### src/hw/rtl/hsv2rgb_pkg.sv
// Shared constants and types for the HSV to RGB converter.
package hsv2rgb_pkg;

   localparam int FRAC_BITS_DEFAULT = 15;
   localparam int FIELD_W           = 16;

   // hue*6 integer part that means a full turn, folded back to sector zero
   localparam logic [2:0] SECTOR_WRAP = 3'd6;

   typedef enum logic [2:0] {
      SECTOR_0 = 3'd0,
      SECTOR_1 = 3'd1,
      SECTOR_2 = 3'd2,
      SECTOR_3 = 3'd3,
      SECTOR_4 = 3'd4,
      SECTOR_5 = 3'd5
   } sector_type;

endpackage

### src/hw/rtl/hsv2rgb_prep.sv
// Stage 1: input clamp to 1.0, hue*6 split into sector and fraction.
module hsv2rgb_prep
   import hsv2rgb_pkg::*;
#(
   parameter int FRAC_BITS = FRAC_BITS_DEFAULT
) (
   input  logic                 clock,
   input  logic                 reset,
   input  logic                 up_valid,
   output logic                 up_ready,
   input  logic [FIELD_W-1:0]   hue,
   input  logic [FIELD_W-1:0]   saturation,
   input  logic [FIELD_W-1:0]   brightness,
   output logic                 dn_valid,
   input  logic                 dn_ready,
   output sector_type           sector,
   output logic [FRAC_BITS-1:0] frac,
   output logic [FRAC_BITS:0]   sat,
   output logic [FRAC_BITS:0]   val
);

   localparam int VW = FRAC_BITS + 1;
   localparam int CW = (VW > FIELD_W) ? VW : FIELD_W;
   localparam int HW = FRAC_BITS + 4;
   localparam logic [CW-1:0] ONE_C = {{(CW-1){1'b0}}, 1'b1} << FRAC_BITS;

   logic [CW-1:0]        hue_c, sat_c, val_c;
   logic [VW-1:0]        hue_sat;
   logic [HW-1:0]        hue6;
   logic [2:0]           sector_raw;
   logic                 valid_ff;
   logic                 load;
   sector_type           sector_in, sector_ff;
   logic [FRAC_BITS-1:0] frac_in, frac_ff;
   logic [VW-1:0]        sat_in, sat_ff;
   logic [VW-1:0]        val_in, val_ff;

   always_comb begin
      hue_c   = CW'(hue);
      sat_c   = CW'(saturation);
      val_c   = CW'(brightness);
      hue_sat = (hue_c > ONE_C) ? VW'(ONE_C) : VW'(hue_c);
      sat_in  = (sat_c > ONE_C) ? VW'(ONE_C) : VW'(sat_c);
      val_in  = (val_c > ONE_C) ? VW'(ONE_C) : VW'(val_c);
      // 6h = 4h + 2h
      hue6       = HW'({hue_sat, 2'b00}) + HW'({hue_sat, 1'b0});
      sector_raw = hue6[FRAC_BITS+2:FRAC_BITS];
      frac_in    = hue6[FRAC_BITS-1:0];
      sector_in  = (sector_raw == SECTOR_WRAP) ? SECTOR_0 : sector_type'(sector_raw);
   end

   assign up_ready = !valid_ff || dn_ready;
   assign load     = up_valid && up_ready;

   always_ff @(posedge clock) begin
      if (reset) begin
         valid_ff <= 1'b0;
      end else if (up_ready) begin
         valid_ff <= up_valid;
      end
   end

   always_ff @(posedge clock) begin
      if (load) begin
         sector_ff <= sector_in;
         frac_ff   <= frac_in;
         sat_ff    <= sat_in;
         val_ff    <= val_in;
      end
   end

   assign dn_valid = valid_ff;
   assign sector   = sector_ff;
   assign frac     = frac_ff;
   assign sat      = sat_ff;
   assign val      = val_ff;

endmodule

### src/hw/rtl/hsv2rgb_factor.sv
// Stage 2: scale factors 1-s, 1-f*s and 1-(1-f)*s.
module hsv2rgb_factor
   import hsv2rgb_pkg::*;
#(
   parameter int FRAC_BITS = FRAC_BITS_DEFAULT
) (
   input  logic                 clock,
   input  logic                 reset,
   input  logic                 up_valid,
   output logic                 up_ready,
   input  sector_type           sector,
   input  logic [FRAC_BITS-1:0] frac,
   input  logic [FRAC_BITS:0]   sat,
   input  logic [FRAC_BITS:0]   val,
   output logic                 dn_valid,
   input  logic                 dn_ready,
   output sector_type           sector_o,
   output logic [FRAC_BITS:0]   kp,
   output logic [FRAC_BITS:0]   kq,
   output logic [FRAC_BITS:0]   kt,
   output logic [FRAC_BITS:0]   val_o
);

   localparam int VW = FRAC_BITS + 1;
   localparam int PW = FRAC_BITS + VW;
   localparam logic [VW-1:0] ONE_V = {{(VW-1){1'b0}}, 1'b1} << FRAC_BITS;

   logic [VW-1:0] one_minus_f;
   logic [PW-1:0] fs_prod, ofs_prod;
   logic          valid_ff;
   logic          load;
   sector_type    sector_ff;
   logic [VW-1:0] kp_in, kq_in, kt_in;
   logic [VW-1:0] kp_ff, kq_ff, kt_ff, val_ff;

   always_comb begin
      one_minus_f = ONE_V - VW'(frac);
      fs_prod     = PW'(frac) * PW'(sat);
      ofs_prod    = PW'(one_minus_f) * PW'(sat);
      kp_in       = ONE_V - sat;
      kq_in       = ONE_V - fs_prod[PW-1:FRAC_BITS];
      kt_in       = ONE_V - ofs_prod[PW-1:FRAC_BITS];
   end

   assign up_ready = !valid_ff || dn_ready;
   assign load     = up_valid && up_ready;

   always_ff @(posedge clock) begin
      if (reset) begin
         valid_ff <= 1'b0;
      end else if (up_ready) begin
         valid_ff <= up_valid;
      end
   end

   always_ff @(posedge clock) begin
      if (load) begin
         sector_ff <= sector;
         kp_ff     <= kp_in;
         kq_ff     <= kq_in;
         kt_ff     <= kt_in;
         val_ff    <= val;
      end
   end

   assign dn_valid = valid_ff;
   assign sector_o = sector_ff;
   assign kp       = kp_ff;
   assign kq       = kq_ff;
   assign kt       = kt_ff;
   assign val_o    = val_ff;

endmodule

### src/hw/rtl/hsv2rgb_scale.sv
// Stage 3: p, q and t as v times each factor, truncated.
module hsv2rgb_scale
   import hsv2rgb_pkg::*;
#(
   parameter int FRAC_BITS = FRAC_BITS_DEFAULT
) (
   input  logic               clock,
   input  logic               reset,
   input  logic               up_valid,
   output logic               up_ready,
   input  sector_type         sector,
   input  logic [FRAC_BITS:0] kp,
   input  logic [FRAC_BITS:0] kq,
   input  logic [FRAC_BITS:0] kt,
   input  logic [FRAC_BITS:0] val,
   output logic               dn_valid,
   input  logic               dn_ready,
   output sector_type         sector_o,
   output logic [FRAC_BITS:0] p,
   output logic [FRAC_BITS:0] q,
   output logic [FRAC_BITS:0] t,
   output logic [FRAC_BITS:0] val_o
);

   localparam int VW = FRAC_BITS + 1;
   localparam int PW = 2 * VW;

   logic [PW-1:0] p_prod, q_prod, t_prod;
   logic          valid_ff;
   logic          load;
   sector_type    sector_ff;
   logic [VW-1:0] p_ff, q_ff, t_ff, val_ff;

   // factors never exceed 1.0, so each product shifted down fits in VW bits
   always_comb begin
      p_prod = PW'(val) * PW'(kp);
      q_prod = PW'(val) * PW'(kq);
      t_prod = PW'(val) * PW'(kt);
   end

   assign up_ready = !valid_ff || dn_ready;
   assign load     = up_valid && up_ready;

   always_ff @(posedge clock) begin
      if (reset) begin
         valid_ff <= 1'b0;
      end else if (up_ready) begin
         valid_ff <= up_valid;
      end
   end

   always_ff @(posedge clock) begin
      if (load) begin
         sector_ff <= sector;
         p_ff      <= p_prod[FRAC_BITS+VW-1:FRAC_BITS];
         q_ff      <= q_prod[FRAC_BITS+VW-1:FRAC_BITS];
         t_ff      <= t_prod[FRAC_BITS+VW-1:FRAC_BITS];
         val_ff    <= val;
      end
   end

   assign dn_valid = valid_ff;
   assign sector_o = sector_ff;
   assign p        = p_ff;
   assign q        = q_ff;
   assign t        = t_ff;
   assign val_o    = val_ff;

   a_p_le_v: assert property (@(posedge clock) disable iff (reset)
      valid_ff |-> (p_ff <= val_ff))
      else $error("p above v");
   a_q_le_v: assert property (@(posedge clock) disable iff (reset)
      valid_ff |-> (q_ff <= val_ff))
      else $error("q above v");
   a_t_le_v: assert property (@(posedge clock) disable iff (reset)
      valid_ff |-> (t_ff <= val_ff))
      else $error("t above v");

endmodule

### src/hw/rtl/hsv2rgb_select.sv
// Stage 4: sector permutation of v, p, q, t into the output register.
module hsv2rgb_select
   import hsv2rgb_pkg::*;
#(
   parameter int FRAC_BITS = FRAC_BITS_DEFAULT
) (
   input  logic               clock,
   input  logic               reset,
   input  logic               up_valid,
   output logic               up_ready,
   input  sector_type         sector,
   input  logic [FRAC_BITS:0] p,
   input  logic [FRAC_BITS:0] q,
   input  logic [FRAC_BITS:0] t,
   input  logic [FRAC_BITS:0] val,
   output logic               dn_valid,
   input  logic               dn_ready,
   output logic [FIELD_W-1:0] red,
   output logic [FIELD_W-1:0] green,
   output logic [FIELD_W-1:0] blue
);

   localparam int VW = FRAC_BITS + 1;

   logic [VW-1:0]      r_sel, g_sel, b_sel;
   logic               valid_ff;
   logic               load;
   logic [FIELD_W-1:0] red_ff, green_ff, blue_ff;

   always_comb begin
      case (sector)
         SECTOR_0: begin
            r_sel = val; g_sel = t;   b_sel = p;
         end
         SECTOR_1: begin
            r_sel = q;   g_sel = val; b_sel = p;
         end
         SECTOR_2: begin
            r_sel = p;   g_sel = val; b_sel = t;
         end
         SECTOR_3: begin
            r_sel = p;   g_sel = q;   b_sel = val;
         end
         SECTOR_4: begin
            r_sel = t;   g_sel = p;   b_sel = val;
         end
         default: begin
            r_sel = val; g_sel = p;   b_sel = q;
         end
      endcase
   end

   assign up_ready = !valid_ff || dn_ready;
   assign load     = up_valid && up_ready;

   always_ff @(posedge clock) begin
      if (reset) begin
         valid_ff <= 1'b0;
      end else if (up_ready) begin
         valid_ff <= up_valid;
      end
   end

   always_ff @(posedge clock) begin
      if (load) begin
         red_ff   <= FIELD_W'(r_sel);
         green_ff <= FIELD_W'(g_sel);
         blue_ff  <= FIELD_W'(b_sel);
      end
   end

   assign dn_valid = valid_ff;
   assign red      = red_ff;
   assign green    = green_ff;
   assign blue     = blue_ff;

endmodule

### src/hw/rtl/hsv_to_rgb_converter_top.sv
// Pipeline: an accepted request passes through four register stages (clamp/sector, factors,
//   scaling multiplies, permutation) before it shows on rsp_*.
// Throughput: one request per cycle while rsp_stall is low; each stage advances whenever it
//   is empty or the stage after it moves, so bubbles are squeezed out under rsp_stall.
// Reset: synchronous, active high; clears all stage valid bits, data is not reset.
module hsv_to_rgb_converter_top
   import hsv2rgb_pkg::*;
#(
   parameter int FRAC_BITS = FRAC_BITS_DEFAULT
) (
   input  logic               clock,
   input  logic               reset,
   input  logic               req_valid,
   output logic               req_stall,
   input  logic [FIELD_W-1:0] req_hue,
   input  logic [FIELD_W-1:0] req_saturation,
   input  logic [FIELD_W-1:0] req_brightness,
   output logic               rsp_valid,
   input  logic               rsp_stall,
   output logic [FIELD_W-1:0] rsp_red,
   output logic [FIELD_W-1:0] rsp_green,
   output logic [FIELD_W-1:0] rsp_blue
);

   logic                 prep_up_ready, prep_valid;
   logic                 fact_up_ready, fact_valid;
   logic                 scale_up_ready, scale_valid;
   logic                 sel_up_ready;
   sector_type           prep_sector, fact_sector, scale_sector;
   logic [FRAC_BITS-1:0] prep_frac;
   logic [FRAC_BITS:0]   prep_sat, prep_val;
   logic [FRAC_BITS:0]   fact_kp, fact_kq, fact_kt, fact_val;
   logic [FRAC_BITS:0]   scale_p, scale_q, scale_t, scale_val;

   assign req_stall = !prep_up_ready;

   hsv2rgb_prep #(.FRAC_BITS(FRAC_BITS)) u_prep (
      .clock      (clock),
      .reset      (reset),
      .up_valid   (req_valid),
      .up_ready   (prep_up_ready),
      .hue        (req_hue),
      .saturation (req_saturation),
      .brightness (req_brightness),
      .dn_valid   (prep_valid),
      .dn_ready   (fact_up_ready),
      .sector     (prep_sector),
      .frac       (prep_frac),
      .sat        (prep_sat),
      .val        (prep_val)
   );

   hsv2rgb_factor #(.FRAC_BITS(FRAC_BITS)) u_factor (
      .clock    (clock),
      .reset    (reset),
      .up_valid (prep_valid),
      .up_ready (fact_up_ready),
      .sector   (prep_sector),
      .frac     (prep_frac),
      .sat      (prep_sat),
      .val      (prep_val),
      .dn_valid (fact_valid),
      .dn_ready (scale_up_ready),
      .sector_o (fact_sector),
      .kp       (fact_kp),
      .kq       (fact_kq),
      .kt       (fact_kt),
      .val_o    (fact_val)
   );

   hsv2rgb_scale #(.FRAC_BITS(FRAC_BITS)) u_scale (
      .clock    (clock),
      .reset    (reset),
      .up_valid (fact_valid),
      .up_ready (scale_up_ready),
      .sector   (fact_sector),
      .kp       (fact_kp),
      .kq       (fact_kq),
      .kt       (fact_kt),
      .val      (fact_val),
      .dn_valid (scale_valid),
      .dn_ready (sel_up_ready),
      .sector_o (scale_sector),
      .p        (scale_p),
      .q        (scale_q),
      .t        (scale_t),
      .val_o    (scale_val)
   );

   hsv2rgb_select #(.FRAC_BITS(FRAC_BITS)) u_select (
      .clock    (clock),
      .reset    (reset),
      .up_valid (scale_valid),
      .up_ready (sel_up_ready),
      .sector   (scale_sector),
      .p        (scale_p),
      .q        (scale_q),
      .t        (scale_t),
      .val      (scale_val),
      .dn_valid (rsp_valid),
      .dn_ready (!rsp_stall),
      .red      (rsp_red),
      .green    (rsp_green),
      .blue     (rsp_blue)
   );

   a_req_enters: assert property (@(posedge clock) disable iff (reset)
      (req_valid && !req_stall) |=> prep_valid)
      else $error("accepted request missing from first stage");
   a_full_stalls: assert property (@(posedge clock) disable iff (reset)
      (prep_valid && fact_valid && scale_valid && rsp_valid && rsp_stall) |-> req_stall)
      else $error("request taken while pipeline full and stalled");
   a_rsp_hold: assert property (@(posedge clock) disable iff (reset)
      (rsp_valid && rsp_stall) |=> (rsp_valid && $stable(rsp_red) &&
                                    $stable(rsp_green) && $stable(rsp_blue)))
      else $error("stalled response changed");

endmodule
### config.mk
export PLATFORM = sky130hd
export DESIGN_NAME = hsv_to_rgb_converter_top
export DESIGN_NICKNAME = d
export VERILOG_FILES = /design/src/hw/rtl/hsv2rgb_pkg.sv /design/src/hw/rtl/hsv2rgb_prep.sv /design/src/hw/rtl/hsv2rgb_factor.sv /design/src/hw/rtl/hsv2rgb_scale.sv /design/src/hw/rtl/hsv2rgb_select.sv /design/src/hw/rtl/hsv_to_rgb_converter_top.sv
export SDC_FILE = /design/constraint.sdc
export NUM_CORES = 2
export LEC_CHECK = 0
export ABC_AREA = 1
export BUFFER_PORTS_ARGS = -buffer_cell sky130_fd_sc_hd__clkbuf_2
export CAP_MARGIN = 10
export CORE_MARGIN = 10
export CORE_UTILIZATION = 60
export DETAILED_ROUTE_END_ITERATION = 8
export PLACE_DENSITY = 0.82
export RECOVER_POWER = 25
export SYNTH_ARGS = -nofsm -noshare
export SYNTH_HDL_FRONTEND = slang
export SYNTH_SLANG_ARGS = --single-unit
### constraint.sdc
create_clock -name clock -period 8.35 [get_ports clock]
set_input_delay 1.67 -clock clock [delete_from_list [all_inputs] [get_ports clock]]
set_output_delay 1.67 -clock clock [all_outputs]
set_load 0.01 [all_outputs]
==> metrics.md <==
| Metric | Value |
|---|---|
| # fillers | `7342` |
| Minimum clock period | `around 8.1 ns` |
| Final Cycle Share | `0.964` |
| Worst slew pin tran | `about 3.6 ns` |
| Synth top area share | `0.350` |
| Count of pins over their slew limit | `345` |
| Number of flops mapped to enable cells by yosys | `approximately 230` |
| H-tree depth | `1` |
| Vias in the first global route | `around 45k` |
| Min-Delay Endpoint | `u_factor.val_o[2]$_DFFE_PP_` |
| Post-synth ARST share | `0` |
| Area taken by multi-input logic gates | `about 38000 µm²` |
| Die width | `around 320 µm` |
| Yosys reg bits | `about 240` |
| Post-cts resize count | `0` |
| # nets final | `8059` |
| Mapped cell area | `between 50000 and 60000 µm²` |
| RSZ-0062 raised after global routing | `no` |
| Full die area | `100000 µm²` |
| Share of cells above drive strength 1 | `0.0482` |
| Initial core utilization | `0.606` |
| Hold path start | `u_prep.val[2]$_SDFFCE_PN0P_` |
| Crit Path Class | `flip-flop to flip-flop` |
| Final hold viol count | `0` |
| Reg2reg end | `u_scale.q[10]$_DFFE_PP_` |
| Fmax | `around 120 MHz` |
| FF-to-FF path depth | `19` |
| DR vias/cell | `5.45` |
| Hold Path Depth | `0` |
| Post-CTS Setup Bufs | `0` |
| Register area | `~7000 µm²` |
| Port Buffer Count | `about 100` |
| Cells after Synth | `approximately 6.6k` |
| Flop2flop setup slack | `~0.30 ns` |
| Via count | `between 40k and 50k` |
| First-pass GRT wire length | `~230000 µm` |
| # setup viols final | `0` |
| CP Max Fanout | `between 40 and 50` |
| Drt first pass iters | `6` |
| CTS Hold Bufs | `0` |
| Worst-path clk slew | `~0.060 ns` |
| Clk_skew | `~0.034 ns` |
| Slew HR | `-1.40` |
| HP Class | `flip-flop to flip-flop` |
| Synth area leaders | `fa_1 35%, edfxtp_1 13%, nand2_1 13%, inv_1 13%, ha_1 12%` |
| Die Ht | `~320 µm` |
| Core area | `between 80000 and 90000 µm²` |
| Hpwl dp | `between 100000 and 150000 µm` |
| CTS tree | `built` |
| Root Buffer | `clkbuf_16` |
| Setup slack after layout | `roughly 0.30 ns` |
| Final GP Congestion | `0.994` |
| GRT Total Usage | `0.291` |
| Seq/Total Area, Yosys | `0.133` |
| # Max-Cap Violations | `9` |
| DRT iter0 DRCs | `3411` |
| Failing checks | `capacitance limit, slew limit` |
| CP startpoint kind | `flip-flop` |
| Unique masters post-synth | `between 60 and 70` |
| Leading area contributor after synthesis | `fa_1` |
| Clock Tree Buf Depth | `3` |
| Synth-to-Final Area Change | `4.64%` |
| Num CTS Buffers | `29` |
| Row count | `approximately 110` |
| Post-Route Utilization | `0.634` |
| Initial antenna violation count | `2` |
| CP endpoint kind | `flip-flop` |
| Avg WL per Cell | `about 18 µm` |
| Drc violations | `0` |
| CTS Sinks | `between 200 and 250` |
| Most used DFF post-synth | `edfxtp_1` |
| DRT antenna net count | `0` |
| Place WS | `~0.58 ns` |
| CP arrival | `roughly 8.4 ns` |
| Skew-Pair Late Insertion Delay | `around 0.65 ns` |
| Mapped Nets | `8124` |
| Critical R2R Launch | `u_factor.val_o[1]$_DFFE_PP_` |
| Grt ovf | `0` |
| WP data required | `between 8 and 9 ns` |
| # IOs | `about 100` |
| Pin count of the biggest net entering global routing | `68` |
| Fin Setup TNS | `0 ns` |
| Syn avg cell area | `7.93 µm²` |
| Ys Warns | `0` |
| Final WL | `roughly 140000 µm` |
| Status | `complete, but fails checks` |
-- cells in the mapped netlist, drive strengths merged, types with 4 or more instances --
cell / instances
and2: 4
nor2: 347
ha: 508
clkbuf: 226
a21o: 9
buf: 44
nand4: 56
o21ai: 75
a22oi: 13
nand2: 1888
o21bai: 11
or2: 6
dfxtp: 4
a21oi: 149
edfxtp: 231
nand3: 123
a221oi: 4
a31oi: 9
nor3: 40
nand3b: 5
clkinv: 6
xor2: 71
o21a: 9
inv: 1779
xnor2: 31
o211ai: 9
o2111ai: 31
nor4: 18
fa: 920
-- worst max path at each step --
stage / startpoint / to / slack (ns) / cells past startpoint
after global routing: u_prep.frac[3]$_DFFE_PP_ / u_factor.kt[14]$_DFFE_PP_ / 0.01 / 35
after detailed placement: u_prep.frac[3]$_DFFE_PP_ / u_factor.kt[14]$_DFFE_PP_ / 0.58 / 35
after CTS: u_prep.frac[3]$_DFFE_PP_ / u_factor.kt[14]$_DFFE_PP_ / 0.56 / 35
final: u_factor.val_o[1]$_DFFE_PP_ / u_scale.q[10]$_DFFE_PP_ / 0.30 / 19
after global placement: u_prep.frac[3]$_DFFE_PP_ / u_factor.kt[14]$_DFFE_PP_ / 0.69 / 34
after floorplan: u_prep.frac[1]$_DFFE_PP_ / u_factor.kt[14]$_DFFE_PP_ / 1.26 / 39
-- worst max-delay path: stages (launching register included) --
cell and delay, ns:
edfxtp_1 0.32, clkbuf_1 2.21, nand2_1 0.24, fa_1 0.61
fa_1 0.50, inv_1 0.05, fa_1 0.49, inv_1 0.05
fa_1 0.39, fa_1 0.49, fa_1 0.50, inv_1 0.04
ha_1 0.33, a21oi_1 0.23, o21ai_0 0.21, inv_1 0.10
nand2_1 0.05, a21oi_1 0.30, o21ai_0 0.17, xor2_1 0.42
-- kinds of logic after synthesis --
group / share of synthesized area
AND/OR/NAND/NOR: 0.194
buffers and inverters: 0.147
adder cells (fa/ha/maj): 0.470
AO/OA/AOI/OAI: 0.0383
flip-flops: 0.133
XOR/XNOR: 0.0172
-- cell type report --
type,count,area share
repair buffers,174,0.0192
inverters,1785,0.122
well taps,1155,0.0262
diodes,1,0.0000454
flip-flops and latches,235,0.127
clock inverters,20,0.00454
clock buffers,33,0.0134
multi-input cells,4354,0.688
-- layer usage --
| metal | vias to the layer above | routed length, µm | part of all wire | track usage |
|---|---|---|---|---|
| met3 | 452 | 13400 | 0.094 | 0.0560 |
| li1 | 19400 | - | - | - |
| met2 | 1965 | 68100 | 0.48 | 0.498 |
| met5 | - | 17 | 0.00012 | 0 |
| met1 | 20500 | 53200 | 0.37 | 0.353 |
| met4 | 2 | 7760 | 0.055 | 0.139 |
-- placed cells by master (no fill, tap or decap), drive strengths merged, types with 4 or more instances in the layout --
cell type  count
a21o           9
a21oi        149
a221oi         4
a22oi         13
a31oi          9
and2           4
buf           58
bufinv         4
clkbuf       149
clkinv        14
dfxtp          4
edfxtp       231
fa           920
ha           508
inv         1785
nand2       1888
nand3        123
nand3b         5
nand4         56
nor2         347
nor3          40
nor4          18
o2111ai       31
o211ai         9
o21a           9
o21ai         75
o21bai        11
or2            6
xnor2         31
xor2          71
-- per-stage QoR --
step	hold WS [ns]	std cells	instance area (µm²)
floorplan	0.400	6644	52700
global route	0.426	7756	55100
finish	0.418	7757	55100
CTS	0.419	7756	55300
detailed placement	0.405	7703	54300
global placement	0.401	7703	54300
Power is left out: the tool's default activity adds up to more than one toggle a clock period on the data nets, which glitch-free logic cannot reach.
